[src/design/hhv_pkg.sv]
// Shared types and constants for the HTTP Host header validator.
package hhv_pkg;

	localparam int MAX_VALUE_LEN = 4096;
	localparam int POS_W         = $clog2(MAX_VALUE_LEN + 1);
	localparam int HLEN_W        = 13;

	localparam logic [7:0] CH_DOT   = 8'h2E;
	localparam logic [7:0] CH_COLON = 8'h3A;
	localparam logic [7:0] CH_LBRK  = 8'h5B;
	localparam logic [7:0] CH_RBRK  = 8'h5D;
	localparam logic [7:0] CH_SLASH = 8'h2F;
	localparam logic [7:0] CH_NUL   = 8'h00;
	localparam logic [7:0] CASE_OFS = 8'h20;

	typedef enum logic [1:0] {
		MODE_USUAL   = 2'd0,
		MODE_LITERAL = 2'd1,
		MODE_REST    = 2'd2
	} scan_mode_t;

	typedef enum logic [1:0] {
		ST_OK        = 2'd0,
		ST_MALFORMED = 2'd1,
		ST_SLASH     = 2'd2,
		ST_EMPTY     = 2'd3
	} status_t;

endpackage

[src/design/http_host_header_validator.sv]
// HTTP Host header validator: byte-wise scan, lowering and final status report.
//
//  channel | signals                          | direction | transaction
//  --------+----------------------------------+-----------+---------------------------
//  in      | in_valid in_ready in_byte in_last| into      | one byte of the value
//  out     | out_valid out_ready out_byte     | out of    | one byte plus status and
//          | out_last status host_length      |           | length on the final byte
//
// One transaction in, one transaction out; a new byte can be taken every cycle while the
// output keeps up. The scan state is updated at the edge that accepts a byte, and
// the result lands in a single output register the same edge.
// in_ready is high whenever the output register is empty or being drained this cycle,
// so a stalled output only holds the input back while its result is still unread.
// Reset (arst_n low) clears the scan state and empties the output register.
module http_host_header_validator (
	input  logic        clk,
	input  logic        arst_n,
	input  logic        in_valid,
	output logic        in_ready,
	input  logic [7:0]  in_byte,
	input  logic        in_last,
	output logic        out_valid,
	input  logic        out_ready,
	output logic [7:0]  out_byte,
	output logic        out_last,
	output logic [1:0]  status,
	output logic [12:0] host_length
);

	localparam int PW = hhv_pkg::POS_W;
	localparam int HW = hhv_pkg::HLEN_W;

	// Per-value scan state
	hhv_pkg::scan_mode_t mode_q, mode_n;
	logic [PW-1:0]       pos_q, pos_n;
	logic                dot_seen_q, dot_seen_n;
	logic [PW-1:0]       last_dot_q, last_dot_n;
	logic                hend_set_q, hend_set_n;
	logic [PW-1:0]       hend_q, hend_n;
	hhv_pkg::status_t    err_q, err_n;

	// Result register
	logic                out_valid_q;
	logic [7:0]          out_byte_q, ob;
	logic                out_last_q;
	hhv_pkg::status_t    status_q, st;
	logic [HW-1:0]       hlen_q, hl;

	// Final-byte length work
	logic [PW-1:0]       h, h_adj;
	logic                trail;

	logic accept;

	assign in_ready = !out_valid_q || out_ready;
	assign accept   = in_valid && in_ready;

	// Scan of one byte, then the end-of-value report on the updated state.
	always_comb begin
		mode_n     = mode_q;
		pos_n      = pos_q;
		dot_seen_n = dot_seen_q;
		last_dot_n = last_dot_q;
		hend_set_n = hend_set_q;
		hend_n     = hend_q;
		err_n      = err_q;
		ob         = in_byte;
		st         = hhv_pkg::ST_OK;
		hl         = '0;

		if (err_q == hhv_pkg::ST_OK) begin
			if (pos_q >= PW'(hhv_pkg::MAX_VALUE_LEN)) begin
				// over-long value: this byte goes through untouched
				err_n = hhv_pkg::ST_MALFORMED;
			end else begin
				case (in_byte)
					hhv_pkg::CH_DOT: begin
						// two dots in a row
						if (dot_seen_q && pos_q != '0 && last_dot_q == pos_q - 1'b1) begin
							err_n = hhv_pkg::ST_MALFORMED;
						end else begin
							dot_seen_n = 1'b1;
							last_dot_n = pos_q;
						end
					end
					hhv_pkg::CH_COLON: begin
						// port colon ends the host, not inside a literal
						if (mode_q == hhv_pkg::MODE_USUAL) begin
							hend_n     = pos_q;
							hend_set_n = 1'b1;
							mode_n     = hhv_pkg::MODE_REST;
						end
					end
					hhv_pkg::CH_LBRK: begin
						if (pos_q == '0) begin
							mode_n = hhv_pkg::MODE_LITERAL;
						end
					end
					hhv_pkg::CH_RBRK: begin
						// closing bracket is part of the host
						if (mode_q == hhv_pkg::MODE_LITERAL) begin
							hend_n     = pos_q + 1'b1;
							hend_set_n = 1'b1;
							mode_n     = hhv_pkg::MODE_REST;
						end
					end
					hhv_pkg::CH_NUL: begin
						err_n = hhv_pkg::ST_MALFORMED;
					end
					hhv_pkg::CH_SLASH: begin
						err_n = hhv_pkg::ST_SLASH;
					end
					default: begin
						if (in_byte inside {[8'h41:8'h5A]}) begin
							ob = in_byte + hhv_pkg::CASE_OFS;
						end
					end
				endcase
				if (err_n == hhv_pkg::ST_OK) begin
					pos_n = pos_q + 1'b1;
				end
			end
		end

		// host length: up to the colon/bracket, else the whole value
		h     = hend_set_n ? hend_n : pos_n;
		trail = (h != '0) && dot_seen_n && (last_dot_n == h - 1'b1);
		h_adj = trail ? h - 1'b1 : h;

		if (in_last) begin
			if (err_n != hhv_pkg::ST_OK) begin
				st = err_n;
			end else if (h_adj == '0) begin
				st = hhv_pkg::ST_EMPTY;
			end else begin
				hl = HW'(h_adj);
			end
			// fresh state for the next value
			mode_n     = hhv_pkg::MODE_USUAL;
			pos_n      = '0;
			dot_seen_n = 1'b0;
			last_dot_n = '0;
			hend_set_n = 1'b0;
			hend_n     = '0;
			err_n      = hhv_pkg::ST_OK;
		end
	end

	always_ff @(posedge clk or negedge arst_n) begin
		if (!arst_n) begin
			mode_q      <= hhv_pkg::MODE_USUAL;
			pos_q       <= '0;
			dot_seen_q  <= 1'b0;
			last_dot_q  <= '0;
			hend_set_q  <= 1'b0;
			hend_q      <= '0;
			err_q       <= hhv_pkg::ST_OK;
			out_valid_q <= 1'b0;
		end else begin
			if (accept) begin
				mode_q     <= mode_n;
				pos_q      <= pos_n;
				dot_seen_q <= dot_seen_n;
				last_dot_q <= last_dot_n;
				hend_set_q <= hend_set_n;
				hend_q     <= hend_n;
				err_q      <= err_n;
			end
			if (accept) begin
				out_valid_q <= 1'b1;
			end else if (out_ready) begin
				out_valid_q <= 1'b0;
			end
		end
	end

	// payload of the result register, no reset needed
	always_ff @(posedge clk) begin
		if (accept) begin
			out_byte_q <= ob;
			out_last_q <= in_last;
			status_q   <= st;
			hlen_q     <= hl;
		end
	end

	assign out_valid   = out_valid_q;
	assign out_byte    = out_byte_q;
	assign out_last    = out_last_q;
	assign status      = status_q;
	assign host_length = hlen_q;

	// A result that does not end a value carries no status or length.
	a_mid_quiet: assert property (@(posedge clk) disable iff (!arst_n)
		(out_valid_q && !out_last_q) |-> (status_q == hhv_pkg::ST_OK && hlen_q == '0))
		else $error("status or length on a non-final byte");

	// An ok report always has a non-zero host length.
	a_ok_len: assert property (@(posedge clk) disable iff (!arst_n)
		(out_valid_q && out_last_q && status_q == hhv_pkg::ST_OK) |-> (hlen_q != '0))
		else $error("ok status with empty host");

	// The final byte of a value leaves the scan state clear.
	a_clear: assert property (@(posedge clk) disable iff (!arst_n)
		(accept && in_last) |=> (pos_q == '0 && err_q == hhv_pkg::ST_OK && !hend_set_q))
		else $error("scan state not cleared after final byte");

	// Once set, an error sticks until the value ends.
	a_err_sticky: assert property (@(posedge clk) disable iff (!arst_n)
		(err_q != hhv_pkg::ST_OK && !(accept && in_last)) |=> (err_q == $past(err_q)))
		else $error("error code changed within a value");

	// Nothing new enters while a result waits unread.
	a_hold: assert property (@(posedge clk) disable iff (!arst_n)
		(out_valid_q && !out_ready) |-> !in_ready)
		else $error("input taken while output stalled");

endmodule

[config.mk]
export PLATFORM = sky130hd
export DESIGN_NAME = http_host_header_validator
export DESIGN_NICKNAME = d
export VERILOG_FILES = /design/src/design/hhv_pkg.sv /design/src/design/http_host_header_validator.sv
export SDC_FILE = /design/constraint.sdc
export NUM_CORES = 1
export LEC_CHECK = 0
export BUFFER_PORTS_ARGS = -buffer_cell sky130_fd_sc_hd__buf_2
export CAP_MARGIN = 10
export CORE_MARGIN = 4
export CORE_UTILIZATION = 50
export DETAILED_ROUTE_END_ITERATION = 16
export GPL_TIMING_DRIVEN = 0
export PLACE_DENSITY = 0.68
export SLEW_MARGIN = 10
export SYNTH_ARGS = -nofsm -noshare
export SYNTH_HDL_FRONTEND = slang
export SYNTH_SLANG_ARGS = --single-unit
[constraint.sdc]
create_clock -name clk -period 6.97 [get_ports clk]
set_clock_uncertainty 0.15 [all_clocks]
set_input_delay 0 -clock clk [delete_from_list [all_inputs] [get_ports clk]]
set_output_delay 0 -clock clk [all_outputs]
set_load 0.005 [all_outputs]
After elaboration in Yosys (flattened, before gate mapping):

Cells that the tools add are included.

* $add $sub $neg: 4
* $mul: 0
* divide/modulo/power cells: 0
* magnitude comparators: 3
* equal/unequal tests: 12
* shift operators: 0
* muxes and demuxes: 50
* bitwise gates (word level): 1
* reductions and logical operators: 23

Operators with widths (count)
* $mux 13: 16
* $mux 8: 4
* $mux 2: 14
* $eq 13x13->1: 2
* $logic_not 13->1: 2
* $pmux 13 s2: 1
* $reduce_bool 13->1: 2
* $sub 13x1->13 const B: 2
* $eq 8x6->1 const B: 3
* $eq 8x7->1 const B: 2
* $add 13x1->13 const B: 1
* $ge 13x13->1 const B: 1
* $mux 1: 12
* $pmux 2 s3: 2
* $ne 3x3->1 const B: 3
* $add 8x6->8 const B: 1
* $ge 8x7->1 const B: 1
* $le 8x7->1 const B: 1
* $logic_not 8->1: 1
* $reduce_and 7->1: 1
* $logic_and 1x1->1: 6
* $logic_not 2->1: 3
* $reduce_bool 2->1: 3
* $reduce_or 6->1: 1
* other kinds (8): 8

* register bits after elaboration: 70
* latch bits: 0
* memory bits (writable): 0
* memory bits (read-only): 0
* input bits: 13
* word-level logic and storage cells: 105
* memories: 0

Logic depth before layout (Yosys ltp):

* depth in word-level cells: 19
* mapped depth: 23
* gate-level depth less buffers: 18

Worst setup path after synthesis:

OpenSTA, ideal clock, no wires.

* path kind: register -> register
* start point: register pos_q[0]
* end point: register hlen_q[1], in the netlist host_length[1], data pin
* setup time: 0.260 ns
* arrival time: 5.057 ns
* required time: 6.560 ns
* slack: 1.503 ns
* stages on the path, launching flop included: 24
* cells stage by stage: dfrtp_1 > clkbuf_1 > buf_1 > inv_1 > ha_1 > xor2_1 > o2111ai_1 > a211oi_1 > nand4_1 > or2_1 > buf_6 > a221oi_1 > nor2_1 > inv_1 > ha_1 > buf_2 > o211ai_4 > or3_4 > nor3_4 > nand3_1 > a211oi_2 > and2_1 > buf_6 > mux2_4

* longest elaborated chain between the ends: 18
* elaborated cells on any way between the ends: 42
* classes of those cells: add/sub (3); order compare (1); eq/ne (2); mux (26); reduce/logical (10)

Ends and longest elaborated chain
* start, declared: line http_host_header_validator.sv:35 `logic [PW-1:0] pos_q, pos_n;`
* start signal, assigned: line http_host_header_validator.sv:162 `pos_q <= pos_n;`
* $sub 13x1->13 / $reduce_bool 13->1 (equally long branches): line http_host_header_validator.sv:79 `if (dot_seen_q && pos_q != '0 && last_dot_q == pos_q - 1'b1) begin`
* $eq 13x13->1 / $logic_and 1x1->1 (equally long branches): line http_host_header_validator.sv:79
* $logic_and 1x1->1: line http_host_header_validator.sv:79
* $mux 2: line http_host_header_validator.sv:79
* $pmux 2 s3: line http_host_header_validator.sv:76 `case (in_byte)`
* $mux 2: line http_host_header_validator.sv:72 `if (pos_q >= PW'(hhv_pkg::MAX_VALUE_LEN)) begin`
* $mux 2: line http_host_header_validator.sv:71 `if (err_q == hhv_pkg::ST_OK) begin`
* $logic_not 2->1: line http_host_header_validator.sv:119 `if (err_n == hhv_pkg::ST_OK) begin`
* (+2 left out)
* $mux 13: line http_host_header_validator.sv:71
* $mux 13: line http_host_header_validator.sv:126 `h = hend_set_n ? hend_n : pos_n;`
* $sub 13x1->13 / $reduce_bool 13->1 (equally long branches): line http_host_header_validator.sv:127, http_host_header_validator.sv:128
* $eq 13x13->1 / $logic_and 1x1->1 (equally long branches): line http_host_header_validator.sv:127 `trail = (h != '0) && dot_seen_n && (last_dot_n == h - 1'b1);`
* $logic_and 1x1->1: line http_host_header_validator.sv:127
* $mux 13: line http_host_header_validator.sv:128 `h_adj = trail ? h - 1'b1 : h;`
* $logic_not 13->1: line http_host_header_validator.sv:133 `end else if (h_adj == '0) begin`
* $reduce_or 3->1 (no source line)
* end signal, assigned: line http_host_header_validator.sv:183 `hlen_q <= hl;`
* end, declared: line http_host_header_validator.sv:47 `logic [HW-1:0] hlen_q, hl;`

Parallel ways exist; a longest one is shown, timed or not. The select of a mux whose other input is x is not followed.
A chain may end at the register's enable or synchronous reset.

Worst setup path after layout:

Same ends and word-level chain as after synthesis.

==> results.toml <==
[clock_tree]
cts_setup_buffers = 0
cts_sinks = 70
cts_max_level = 3
clock_latency_ps = 350
cts_root_buf = "clkbuf_16"
cts.clk_slew.worst_paths_ps = 60
cts_tree = "built"
cts_buffer_depth = 2
cts_buffers = 9

[status]
status = "finished clean"

[synth]
synth_area_mm2 = 0.00611
synth.area.top_cells = "dfrtp_1, edfxtp_1, a21oi_1"
seq_area_frac_synth = 0.306
synth-edff-count = 24
synth_fp_nets = 765
synthTopCellsByCount = "nand2_1, nor2_1, a21oi_1, o21ai_0, clkbuf_1"
synth.distinct_cells = 90
yosys_warnings = 0
syn_inst = 746
yosys.area.top_type = "dfrtp_1"
synth_top_cell_area_share = 0.188
syn_avg_cell_area_um2 = 8.20
post-synth-top-count-cell = "nand2_1"
async_flop_share = 0.657
synth_top_flop_cell = "dfrtp_1"
synth_seq_cells = 70

[sta]
timing.final.crit_period_ps = 6630
layout_setup_ws_ps = 340
finalMaxSlewViolations = 0
max_freq_mhz = 151
finalCritPeriodShare = 0.951
finalHoldViolCount = 0
tns_ps = 0
rsz0062_at_grt = "no"
setup_viol = 0
tightest_slew_ps = 1350
slew_headroom = 0.0907

[placed_design]
dp_hpwl_mm = 16.8
place_ws_ps = 124
io_buffers = 37
placed_cell_area_mm2 = 0.00648
gp_congestion = 1.02

[die]
fp-row-count = 40
die_area_mm2 = 0.0141
initial_utilization = 0.509
die_h_um = 119
fp.dieW_um = 119
coreArea_mm2 = 0.0120
io_pins = 39

[global_routing]
grt_first_pass_wirelength_mm = 35.6
track_usage = 0.328
antenna_found_initial = 0
grt_overflow = 0
grt_pass1_vias = 6049
grt_max_degree = 47

[worst_setup_path]
crit_type = "flip-flop to flip-flop"
ff2ff_path_depth = 23
timing.reg2reg.setup_slack_ps = 340
endpoint_kind = "flip-flop"
critical_path_required_ps = 6920
cp-start-kind = "flip-flop"
cp_max_fo = 10
cp.arrival_ps = 6580

[final_layout]
num_antenna_cells = 0
nets = 826
post-route-cell-area_mm2 = 0.00692
layout-drive-gt1-share = 0.128
area_growth_pct = 13.2

[pwr]
leakage_nw = 2.67
ir_worst_vdd_v = 0.000183
power.density_mw_per_mm2 = 254

[routing]
totalWireLength_mm = 23.1
vias = 6448
vias_per_cell = 6.72
drt_iter0_markers = 840
drc = 0
routedWlPerCell_um = 24.1
drtAntennaViolNets = 0
detail_route.first_pass.iterations = 6

[flow_run]
drv_cap = 0

[hold_path]
min_path_type = "input pin to flip-flop"
min_path_cells = 3
## flip-flops by register name (all words and copies together) (netlist names)
signal / flops
dot_seen_q: 1
err_q: 2
hend_q: 13
hend_set_q: 1
host_length: 13
last_dot_q: 13
mode_q: 2
out_byte: 8
out_last: 1
out_valid: 1
pos_q: 13
status: 2
## critical path, cell delays in order, from the launching register on
cell,delay (ps)
dfrtp_1,340
clkbuf_1,370
clkbuf_2,400
inv_1,220
ha_1,460
xor2_1,200
o2111ai_1,130
a211oi_1,340
nand4_1,320
or2_1,320
buf_6,140
a221oi_1,270
nor2_1,150
inv_1,210
ha_1,170
buf_2,230
o211ai_4,160
or3_4,440
nor3_4,200
nand3_1,120
a211oi_2,370
and2_1,240
buf_6,140
mux2_4,290
## what timing repair did
item | CTS | global route
hold endpoints to repair | 55 | 0
hold buffers | 13 | 0
gates resized for setup | 0 | 2
setup endpoints to repair | 0 | 15
## metal layers
metal	wire length (um)	GRT usage	vias to the layer above
met1	9690	0.447	3115
met5	0	0	-
met3	1950	0.0660	80
met4	951	0.149	0
met2	10500	0.501	337
li1	-	-	2916
## final cells by class
cell class | instances | area, um^2
Fill cell | 1112 | 5090
Multi-Input combinational cell | 600 | 3920
Sequential cell | 70 | 1870
Timing Repair Buffer | 50 | 315
Buffer | 61 | 273
Clock buffer | 11 | 233
Tap cell | 147 | 184
Clock inverter | 5 | 73.8
Inverter | 15 | 56.3
## power by group
| part | switching (W) | internal, W | total, W | leakage [nW] |
|---|---|---|---|---|
| Combinational | 0.000424 | 0.000290 | 0.000714 | 1.67 |
| Clock | 0.000188 | 0.000311 | 0.000500 | 0.151 |
| Sequential | 0.0000602 | 0.000485 | 0.000545 | 0.847 |
## final timing paths
kind	start	to
max reg2reg	pos_q[0]	host_length[1]
min	in_byte[6]	out_byte[6]
max in group asynchronous	arst_n	last_dot_q[3]
min reg2reg	hend_q[4]	hend_q[4]
min in group asynchronous	arst_n	hend_q[4]
max	pos_q[0]	host_length[1]
## per-stage QoR
stage	hold WS [ps]	instances	total power [W]	util
6_report	91.0	959	0.00176	0.576
4_1_cts	82.2	959	0.00174	0.576
2_1_floorplan	-446	746	0.00105	-
5_1_grt	125	959	0.00184	0.576
3_5_place_dp	47.4	930	0.00123	0.540
3_3_place_gp	43.5	930	0.00122	0.540
## cell families after synthesis
| group | count (synthesis) | synth area share |
|---|---|---|
| AND/OR/NAND/NOR | 299 | 0.267 |
| AO/OA/AOI/OAI | 227 | 0.254 |
| adder cells (fa/ha/maj) | 6 | 0.0123 |
| flip-flops | 70 | 0.306 |
| multiplexers | 32 | 0.0555 |
| buffers and inverters | 76 | 0.0534 |
| XOR/XNOR | 36 | 0.0516 |
## layout by cell type (no fill, tap or decap), types with 6 or more instances in the layout
cell,synthesis,layout
a211oi_1,10,10
o211ai_1,7,7
mux2_2,7,7
nor2_1,62,62
and4_1,6,6
a21oi_1,53,53
nor3_1,22,22
nand4_1,13,13
dlygate4sd3_1,0,13
and3_1,9,9
edfxtp_1,24,24
ha_1,6,6
and2_1,9,9
buf_2,6,44
nor4_1,14,14
o21a_1,7,7
o21ai_0,50,49
inv_1,14,14
xor2_1,9,9
nand2b_1,14,14
or3_1,8,8
clkbuf_1,48,50
o31ai_1,13,13
clkbuf_16,0,9
nor2b_1,10,10
nand2_1,68,68
mux2i_1,23,23
dfrtp_1,46,46
nand3_1,20,20
o22ai_1,10,10
xnor2_1,27,27
a22oi_1,14,14
Power figures use the tool's default switching activity.
